--- config.mk ---
export PLATFORM = sky130hd
export DESIGN_NAME = sold_ctrl
export DESIGN_NICKNAME = d
export VERILOG_FILES = /design/src/hdl/sold_pkg.sv /design/src/hdl/sold_ctrl.sv
export SDC_FILE = /design/constraint.sdc
export NUM_CORES = 1
export LEC_CHECK = 0
export BUFFER_PORTS_ARGS = -buffer_cell sky130_fd_sc_hd__clkbuf_2
export CAP_MARGIN = 20
export CORE_ASPECT_RATIO = 1.5
export CORE_MARGIN = 2
export CORE_UTILIZATION = 35
export DETAILED_ROUTE_END_ITERATION = 10
export PLACE_DENSITY_LB_ADDON = 0.05
export SKIP_CTS_REPAIR_TIMING = 1
export SLEW_MARGIN = 15
export SYNTH_ARGS = -nofsm -noshare
export SYNTH_HDL_FRONTEND = slang
export SYNTH_SLANG_ARGS = --single-unit
--- constraint.sdc ---
create_clock -name i_clk -period 4.4 [get_ports i_clk]
set_input_delay 0 -clock i_clk [delete_from_list [all_inputs] [get_ports i_clk]]
set_output_delay 0 -clock i_clk [all_outputs]
set_load 0.02 [all_outputs]
--- src/hdl/sold_pkg.sv ---
`timescale 1ns / 1ps
// ----------------------------------------------------------------------------
// sold_pkg
// Shared codes, widths and the controller-to-datapath command type.
// ----------------------------------------------------------------------------
package sold_pkg;

    localparam logic [1:0] KIND_MATRIX  = 2'd0;
    localparam logic [1:0] KIND_CHANNEL = 2'd1;
    localparam logic [1:0] KIND_DECODE  = 2'd2;
    localparam logic [1:0] KIND_READ    = 2'd3;

    localparam logic [1:0] OP_POST = 2'd0;
    localparam logic [1:0] OP_SYN  = 2'd1;
    localparam logic [1:0] OP_CHK1 = 2'd2;
    localparam logic [1:0] OP_CHK2 = 2'd3;

    localparam logic [1:0] CFG_OFFSET   = 2'd0;
    localparam logic [1:0] CFG_MAX_ITER = 2'd1;

    localparam int LLR_W    = 12;
    localparam int OUT_W    = 13;
    localparam int OFF_W    = 4;
    localparam int ITER_W   = 6;
    localparam int TB_W     = 10;
    localparam int TB_MAX   = 1023;
    localparam int OUT_MAX  = 4095;
    localparam int OUT_MIN  = -4096;
    localparam int CFG_W    = 6;

    typedef struct packed {
        logic       valid;
        logic [1:0] op;
        logic       first;
        logic       last;
        logic       pass_start;
        logic       zero;
        logic       fin;
    } t_cmd;

endpackage

--- src/hdl/sold_ctrl.sv ---
`timescale 1ns / 1ps
// ----------------------------------------------------------------------------
// sold_ctrl
// Decode sequencer: walks the edge passes of each flooding iteration.
// ----------------------------------------------------------------------------
module sold_ctrl import sold_pkg::*; #(
    parameter int NUM_VARS   = 128,
    parameter int NUM_CHECKS = 64
) (
    input  logic                                         i_clk,
    input  logic                                         i_rst_n,
    input  logic                                         i_start_dec,
    input  logic [ITER_W-1:0]                            i_max_iter,
    input  logic                                         i_fail,
    output logic                                         o_busy,
    output t_cmd                                         o_cmd,
    output logic [$clog2(NUM_CHECKS)-1:0]                o_c,
    output logic [(($clog2(NUM_VARS) > 7) ? $clog2(NUM_VARS) : 7)-1:0] o_n,
    output logic [(($clog2(NUM_VARS) > 7) ? $clog2(NUM_VARS) : 7)-7:0] o_seg,
    output logic [ITER_W-1:0]                            o_it
);

    localparam int N_W   = $clog2(NUM_VARS);
    localparam int CW    = (N_W > 7) ? N_W : 7;
    localparam int SEG_W = CW - 6;
    localparam int C_W   = $clog2(NUM_CHECKS);
    localparam int NSEG  = (NUM_VARS + 63) / 64;

    localparam logic [C_W-1:0]   C_LAST   = C_W'(NUM_CHECKS - 1);
    localparam logic [CW-1:0]    N_LAST   = CW'(NUM_VARS - 1);
    localparam logic [SEG_W-1:0] SEG_LAST = SEG_W'(NSEG - 1);

    localparam logic [3:0] S_IDLE   = 4'd0;
    localparam logic [3:0] S_POST   = 4'd1;
    localparam logic [3:0] S_POST_W = 4'd2;
    localparam logic [3:0] S_SYN    = 4'd3;
    localparam logic [3:0] S_SYN_W  = 4'd4;
    localparam logic [3:0] S_DECIDE = 4'd5;
    localparam logic [3:0] S_CHK1   = 4'd6;
    localparam logic [3:0] S_CHK1_W = 4'd7;
    localparam logic [3:0] S_CHK2   = 4'd8;
    localparam logic [3:0] S_CHK2_W = 4'd9;
    localparam logic [3:0] S_FIN    = 4'd10;

    logic [3:0]        r_state, n_state;
    logic [C_W-1:0]    r_c, n_c;
    logic [CW-1:0]     r_n, n_n;
    logic [SEG_W-1:0]  r_seg, n_seg;
    logic [ITER_W-1:0] r_it, n_it;
    logic              r_zero, n_zero;

    always_ff @(posedge i_clk) begin
        if (!i_rst_n) begin
            r_state <= S_IDLE;
            r_c     <= '0;
            r_n     <= '0;
            r_seg   <= '0;
            r_it    <= '0;
            r_zero  <= 1'b0;
        end else begin
            r_state <= n_state;
            r_c     <= n_c;
            r_n     <= n_n;
            r_seg   <= n_seg;
            r_it    <= n_it;
            r_zero  <= n_zero;
        end
    end

    always_comb begin
        n_state = r_state;
        n_c     = r_c;
        n_n     = r_n;
        n_seg   = r_seg;
        n_it    = r_it;
        n_zero  = r_zero;
        o_cmd   = '0;
        unique case (r_state)
            S_IDLE: begin
                if (i_start_dec) begin
                    n_it    = '0;
                    n_zero  = 1'b1;
                    n_c     = '0;
                    n_n     = '0;
                    n_state = S_POST;
                end
            end
            S_POST: begin
                o_cmd.valid = 1'b1;
                o_cmd.op    = OP_POST;
                o_cmd.first = (r_c == '0);
                o_cmd.last  = (r_c == C_LAST);
                o_cmd.zero  = r_zero;
                if (r_c == C_LAST) begin
                    n_c = '0;
                    if (r_n == N_LAST) begin
                        n_n     = '0;
                        n_state = S_POST_W;
                    end else begin
                        n_n = r_n + 1'b1;
                    end
                end else begin
                    n_c = r_c + 1'b1;
                end
            end
            S_POST_W: begin
                n_c     = '0;
                n_seg   = '0;
                n_state = S_SYN;
            end
            S_SYN: begin
                o_cmd.valid      = 1'b1;
                o_cmd.op         = OP_SYN;
                o_cmd.first      = (r_seg == '0);
                o_cmd.last       = (r_seg == SEG_LAST);
                o_cmd.pass_start = (r_c == '0) && (r_seg == '0);
                if (r_seg == SEG_LAST) begin
                    n_seg = '0;
                    if (r_c == C_LAST) begin
                        n_c     = '0;
                        n_state = S_SYN_W;
                    end else begin
                        n_c = r_c + 1'b1;
                    end
                end else begin
                    n_seg = r_seg + 1'b1;
                end
            end
            S_SYN_W: begin
                n_state = S_DECIDE;
            end
            S_DECIDE: begin
                if (!i_fail || (r_it == i_max_iter)) begin
                    n_state = S_FIN;
                end else begin
                    n_it    = r_it + 1'b1;
                    n_c     = '0;
                    n_n     = '0;
                    n_state = S_CHK1;
                end
            end
            S_CHK1: begin
                o_cmd.valid = 1'b1;
                o_cmd.op    = OP_CHK1;
                o_cmd.first = (r_n == '0);
                o_cmd.last  = (r_n == N_LAST);
                o_cmd.zero  = r_zero;
                if (r_n == N_LAST) begin
                    n_n     = '0;
                    n_state = S_CHK1_W;
                end else begin
                    n_n = r_n + 1'b1;
                end
            end
            S_CHK1_W: begin
                n_state = S_CHK2;
            end
            S_CHK2: begin
                o_cmd.valid = 1'b1;
                o_cmd.op    = OP_CHK2;
                o_cmd.first = (r_n == '0);
                o_cmd.last  = (r_n == N_LAST);
                o_cmd.zero  = r_zero;
                if (r_n == N_LAST) begin
                    n_n     = '0;
                    n_state = S_CHK2_W;
                end else begin
                    n_n = r_n + 1'b1;
                end
            end
            S_CHK2_W: begin
                if (r_c == C_LAST) begin
                    n_c     = '0;
                    n_zero  = 1'b0;
                    n_state = S_POST;
                end else begin
                    n_c     = r_c + 1'b1;
                    n_state = S_CHK1;
                end
            end
            S_FIN: begin
                o_cmd.fin = 1'b1;
                n_state   = S_IDLE;
            end
            default: begin
                n_state = S_IDLE;
            end
        endcase
    end

    assign o_busy = (r_state != S_IDLE);
    assign o_c    = r_c;
    assign o_n    = r_n;
    assign o_seg  = (r_state == S_SYN) ? r_seg : r_n[CW-1:6];
    assign o_it   = r_it;

    a_fin_idle: assert property (@(posedge i_clk) disable iff (!i_rst_n)
        (r_state == S_FIN) |=> (r_state == S_IDLE))
        else $error("finish did not return to idle");

    a_iter_bound: assert property (@(posedge i_clk) disable iff (!i_rst_n)
        (r_state != S_IDLE) |-> (r_it <= i_max_iter))
        else $error("iteration count past limit");

    a_start_post: assert property (@(posedge i_clk) disable iff (!i_rst_n)
        (r_state == S_IDLE && i_start_dec) |=> (r_state == S_POST && r_zero))
        else $error("decode did not open with posterior pass");

    a_zero_clear: assert property (@(posedge i_clk) disable iff (!i_rst_n)
        (r_state == S_CHK1 && r_it > 6'd1) |-> !r_zero)
        else $error("message clear flag stuck after first iteration");

endmodule

Word level (Yosys, flattened, before mapping) --
Cells that the tools add are included. W data, S select, Z words.
Storage, ports and cells: word-level logic and storage cells 85, output and inout port bits 29, input port bits 10, bits in registers 25
Cells by class: bitwise gates (word level) 1, multiplexer cells 32, reduce and logical (&&, ||, !) cells 20, add/sub/neg operators 4, eq/ne operators 22
Operators by type and width (count):
- $pmux W4 S10 | 1
- $mux W4 | 8
- $mux W6 | 5
- $pmux W6 S5 | 1
- $mux W7 | 4
- $pmux W7 S4 | 1
- $pmux W5 S4 | 1
- $ne A2 B2 Y1 const B | 9
- $eq A4 B3 Y1 const B | 4
- $add A6 B1 Y6 const B | 2
- $eq A4 B4 Y1 const B | 3
- $pmux W6 S2 | 1
- $eq A4 B2 Y1 const B | 2
- $reduce_and A4 Y1 | 2
- $reduce_bool A4 Y1 | 2
- $add A7 B1 Y7 const B | 1
- $eq A7 B7 Y1 const B | 1
- $logic_not A7 Y1 | 1
- $mux W1 | 7
- $reduce_and A7 Y1 | 1
- $eq A6 B6 Y1 | 1
- $eq A6 B6 Y1 const B | 1
- $logic_not A6 Y1 | 1
- $reduce_and A3 Y1 | 2
- 13 further kinds | 17

Longest topological paths before layout --
word-level depth 4, depth in mapped cells 7, gate-level depth less buffers 6

Worst setup path before layout --
OpenSTA, ideal clock, no wires.
path kind register to register, start reg r_c[1] (netlist: o_c[1]), end reg r_n[6] (netlist: o_n[6]), setup time 0.070 ns, period minus slack after synthesis 1.946 ns, cell stages (with the launch flop) 7, required time 4.330 ns, slack 2.454 ns, arrival time 1.875 ns, buffers on the path 0, path through dfxtp_1 -> ha_1 -> nand3_1 -> nor4_4 -> nor2_2 -> or4_1 -> a21oi_1
Between the ends: longest elaborated chain between the ends 3
RTL lines:
- from (decl) | RTL line sold_ctrl.sv:46 | logic [C_W-1:0] r_c, n_c;
- from (signal assigned) | RTL line sold_ctrl.sv:62 | r_c <= n_c;
- $eq A6 B6 Y1 | RTL line sold_ctrl.sv:94 | if (r_c == C_LAST) begin
- $ne A2 B2 Y1 (no source line)
- $reduce_and A4 Y1 (no source line)
- to (signal assigned) | RTL line sold_ctrl.sv:63 | r_n <= n_n;
- to (decl) | RTL line sold_ctrl.sv:47 | logic [CW-1:0] r_n, n_n;
Every way passes these cells. A chain may end at the register's enable or synchronous reset.

Worst setup path after layout --
start reg r_state[3], end reg r_state[1]
Between the ends: longest elaborated chain between the ends 3, elaborated cells between the ends (all ways) 19, those cells by class 16 x eq/ne; 1 x mux; 2 x reduce/logical
RTL lines:
- from (decl) | RTL line sold_ctrl.sv:45 | logic [3:0] r_state, n_state;
- from (signal assigned) | RTL line sold_ctrl.sv:61 | r_state <= n_state;
- $eq A4 B1 Y1, or another cell as far along | RTL line sold_ctrl.sv:78 | unique case (r_state)
- $ne A2 B2 Y1 (no source line)
- $reduce_and A7 Y1 (no source line)
Parallel ways exist; a longest one is shown, timed or not.

==> results.py <==
metrics = {
    "status": {
        "status": "finished, final reports clean",
    },
    "place": {
        "dpl_worst_slack_ns": 1.50,
        "dp_hpwl_mm": 3.84,
        "gp_congestion": 0.779,
        "dp_cells": 332,
        "portBuffers": 38,
    },
    "pwr": {
        "peakVddDrop_uv": 110,
        "pwr-share-comb_pct": 39.7,
        "netSwitchingPower_uw": 315,
        "netSwitchingFraction_pct": 43.7,
        "p_leak_uw": 0.000811,
        "seqPwrFrac_pct": 39.8,
        "intPower_uw": 406,
        "power_density_mw_per_mm2": 347,
        "clockPowerShare_pct": 20.5,
    },
    "synth": {
        "syn_nets": 256,
        "synth_top_family_by_area": "simple AND/OR/NAND/NOR gates",
        "syn_inst": 241,
        "ys_async_sr_fraction_pct": 0,
        "synth_top_area_share_pct": 27.4,
        "yosys.area_share.simple_pct": 36.3,
        "ys_ff_latch": 25,
        "ys_seq_area_share_pct": 27.4,
        "ys_warn_count": 0,
        "synth_cell_types": 55,
        "synth_edf_count": 0,
        "yosys_most_used_dff": "dfxtp_1",
        "synth_top_area_cell": "dfxtp_1",
        "synth_compound_area_share_pct": 23.1,
        "synth_mux_area_share_pct": 1.23,
        "synth_area_leaders": "dfxtp_1 (27%), nand3_1 (5.5%), o21ai_0 (5.2%)",
        "synth_fa_ha_area_share_pct": 3.42,
        "syn_area_mm2": 0.00183,
        "synth.avg_cell_area_um2": 7.59,
        "synth_xor_area_share_pct": 3.35,
    },
    "setup_path": {
        "criticalPathCategory": "reg -> reg",
        "r2r_start": "r_state[3]$_SDFFE_PN0P_",
        "path_cells": "nand4bb_1 -> a21boi_1 -> o221ai_1 -> or3b_1 -> a21oi_1",
        "r2r_cells": 5,
        "slowest_stage": "dfxtp_1",
        "cp_data_required_time_ns": 4.62,
        "ff2ff_setup_slack_ns": 1.48,
        "cp_max_fo": 27,
        "worstSetupStartpoint": "r_state[3]$_SDFFE_PN0P_",
        "worstPathArrival_ns": 3.14,
        "max_stage_delay_ns": 0.92,
        "end_kind": "flop",
        "start_kind": "flop",
        "timing.rr.end": "r_state[1]$_SDFFE_PN0P_",
    },
    "cells_and_area": {
        "finalNonFillerCells": 336,
        "final_cell_mix": "clkbuf_2 (38), dfxtp_1 (25), nor2_1 (24)",
        "area_delta_synth_final_pct": 13.6,
        "antenna_cells": 0,
        "layout_commonest_cell": "clkbuf_2",
        "num-nets-final": 284,
        "num-fill-cells": 569,
        "drive_above_1_share_pct": 19.4,
    },
    "sta": {
        "setup_ws_ns": 1.48,
        "worst_pin_slew_ns": 0.894,
        "setup-tns-final_ns": 0,
        "slew_violations": 0,
        "rsz0062_at_grt": "no",
        "slew_headroom_pct": 40.3,
        "hold_violations": 0,
        "fin_skew_ns": 0.00703,
        "post-route-period-util_pct": 66.3,
        "hold_ws_ns": 0.259,
        "fmax_ghz": 0.343,
        "setup_viol": 0,
        "period_needed_ns": 2.92,
    },
    "clock_network": {
        "cts.sinks": 25,
        "cts.clk_slew.worst_paths_ns": 0.10,
        "clock_path_buffers": 2,
        "cts_tree": "built",
        "cts_htree_levels": 1,
        "clock_latency_ns": 0.28,
        "numCtsBuffers": 3,
        "root_buffer": "clkbuf_8",
    },
    "min_path": {
        "whs_path_depth": 3,
        "hp-start": "i_start_dec",
        "hold_path_end": "r_zero$_SDFFE_PN0P_",
        "hold_path_class": "in -> reg",
    },
    "detailed_routing": {
        "routed_wl_mm": 5.32,
        "drt_iter0_markers": 118,
        "drcViolationCount": 0,
        "via_per_inst": 5.62,
        "vias": 1889,
        "dr.pass1.iters": 4,
        "antenna_left": 0,
        "wl_per_cell_um": 15.8,
    },
    "global_route": {
        "grt_overflow": 0,
        "grt_pass1_vias": 1821,
        "antenna_found_initial": 0,
        "grt_pass1_wl_mm": 8.84,
        "gr-usage-all-layers_pct": 18.7,
        "grt_max_degree": 29,
    },
    "floorplan": {
        "die_h_um": 92.5,
        "die_w_um": 63.0,
        "initial_core_util_pct": 35.9,
        "ios": 39,
        "fp.coreArea_mm2": 0.00508,
        "dieArea_mm2": 0.00583,
        "rows": 32,
    },
    "job": {
        "drv_cap": 0,
    },
}
[registers in the layout, indices dropped and copies added, names as in the netlist]
register	flops
o_n	7
o_c	6
o_it	6
r_state	4
r_seg	1
r_zero	1
[cells by family (layout without fill, tap and decap cells)]
logic type,count (synthesis),in the layout
and+or+nand+nor,118,118
buffers and inverters,21,48
muxes,2,2
DFF,25,25
AOI/OAI and AO/OA,63,63
xor gates and xnor gates,7,7
adders and majority gates,5,5
[worst max-delay path, delay by kind of cell (launching register included)]
family / cells / cell delay [ns]
compound gates: 3 / 1.21
flops: 1 / 0.92
simple gates: 2 / 0.72
[worst max-delay path by stage]
| stage | end | slack, ns |
|---|---|---|
| 2_1_floorplan | o_n[6]$_SDFFE_PN0P_ | 2.45 |
| 3_3_place_gp | r_state[1]$_SDFFE_PN0P_ | 1.61 |
| 3_5_place_dp | r_state[1]$_SDFFE_PN0P_ | 1.50 |
| 4_1_cts | r_state[1]$_SDFFE_PN0P_ | 1.48 |
| 5_1_grt | r_state[1]$_SDFFE_PN0P_ | 1.16 |
| 6_report | r_state[1]$_SDFFE_PN0P_ | 1.48 |
[cells in the mapped netlist, types with 2 or more instances]
cell type / n
buf_2: 4
nand2b_1: 4
o311ai_0: 6
and3_1: 7
or2_4: 2
nor3b_1: 2
or4_1: 3
or3_1: 3
xnor2_1: 6
ha_1: 5
a21oi_1: 11
or2_2: 2
o221ai_1: 2
nand2_1: 19
dfxtp_1: 25
nor3_1: 9
o21ai_0: 19
nand3_1: 20
clkbuf_1: 9
a31oi_1: 5
mux2_2: 2
nand4bb_1: 2
inv_1: 6
nor4_1: 2
o22ai_1: 4
nor2_1: 24
nand3b_1: 3
o211ai_1: 3
nor2b_1: 2
nand4b_1: 5
[power groups by stage]
stage	Clock (uW)	Sequential, uW	Combinational [uW]
2_1_floorplan	0	265	238
3_3_place_gp	0	291	290
3_5_place_dp	0	292	288
4_1_cts	154	287	289
5_1_grt	163	293	322
6_report	148	287	287
[per-stage QoR]
step | power, uW | utilization [%] | instance area, um^2
floorplan | 503 | - | 1830
global placement | 581 | 39.9 | 2030
detailed placement | 581 | 39.9 | 2030
CTS | 730 | 40.8 | 2080
global route | 777 | 40.8 | 2080
finish | 722 | 40.8 | 2080
[layout make-up]
type	count	area, um^2	area share (%)
multi-input cells	195	1230	59.3
flip-flops and latches	25	500	24.1
repair buffers	38	190	9.16
well taps	68	85.1	4.10
clock buffers	3	41.3	1.99
inverters	6	22.5	1.08
clock inverters	1	5.00	0.241
[routing by layer]
layer	GRT usage [%]	routed length (um)	up-vias
li1	-	-	954
met1	22.6	2320	895
met2	34.0	2750	31
met3	1.82	132	9
met4	6.30	110	0
met5	0	0	-
Note: power is estimated with default switching activity, not from simulation.
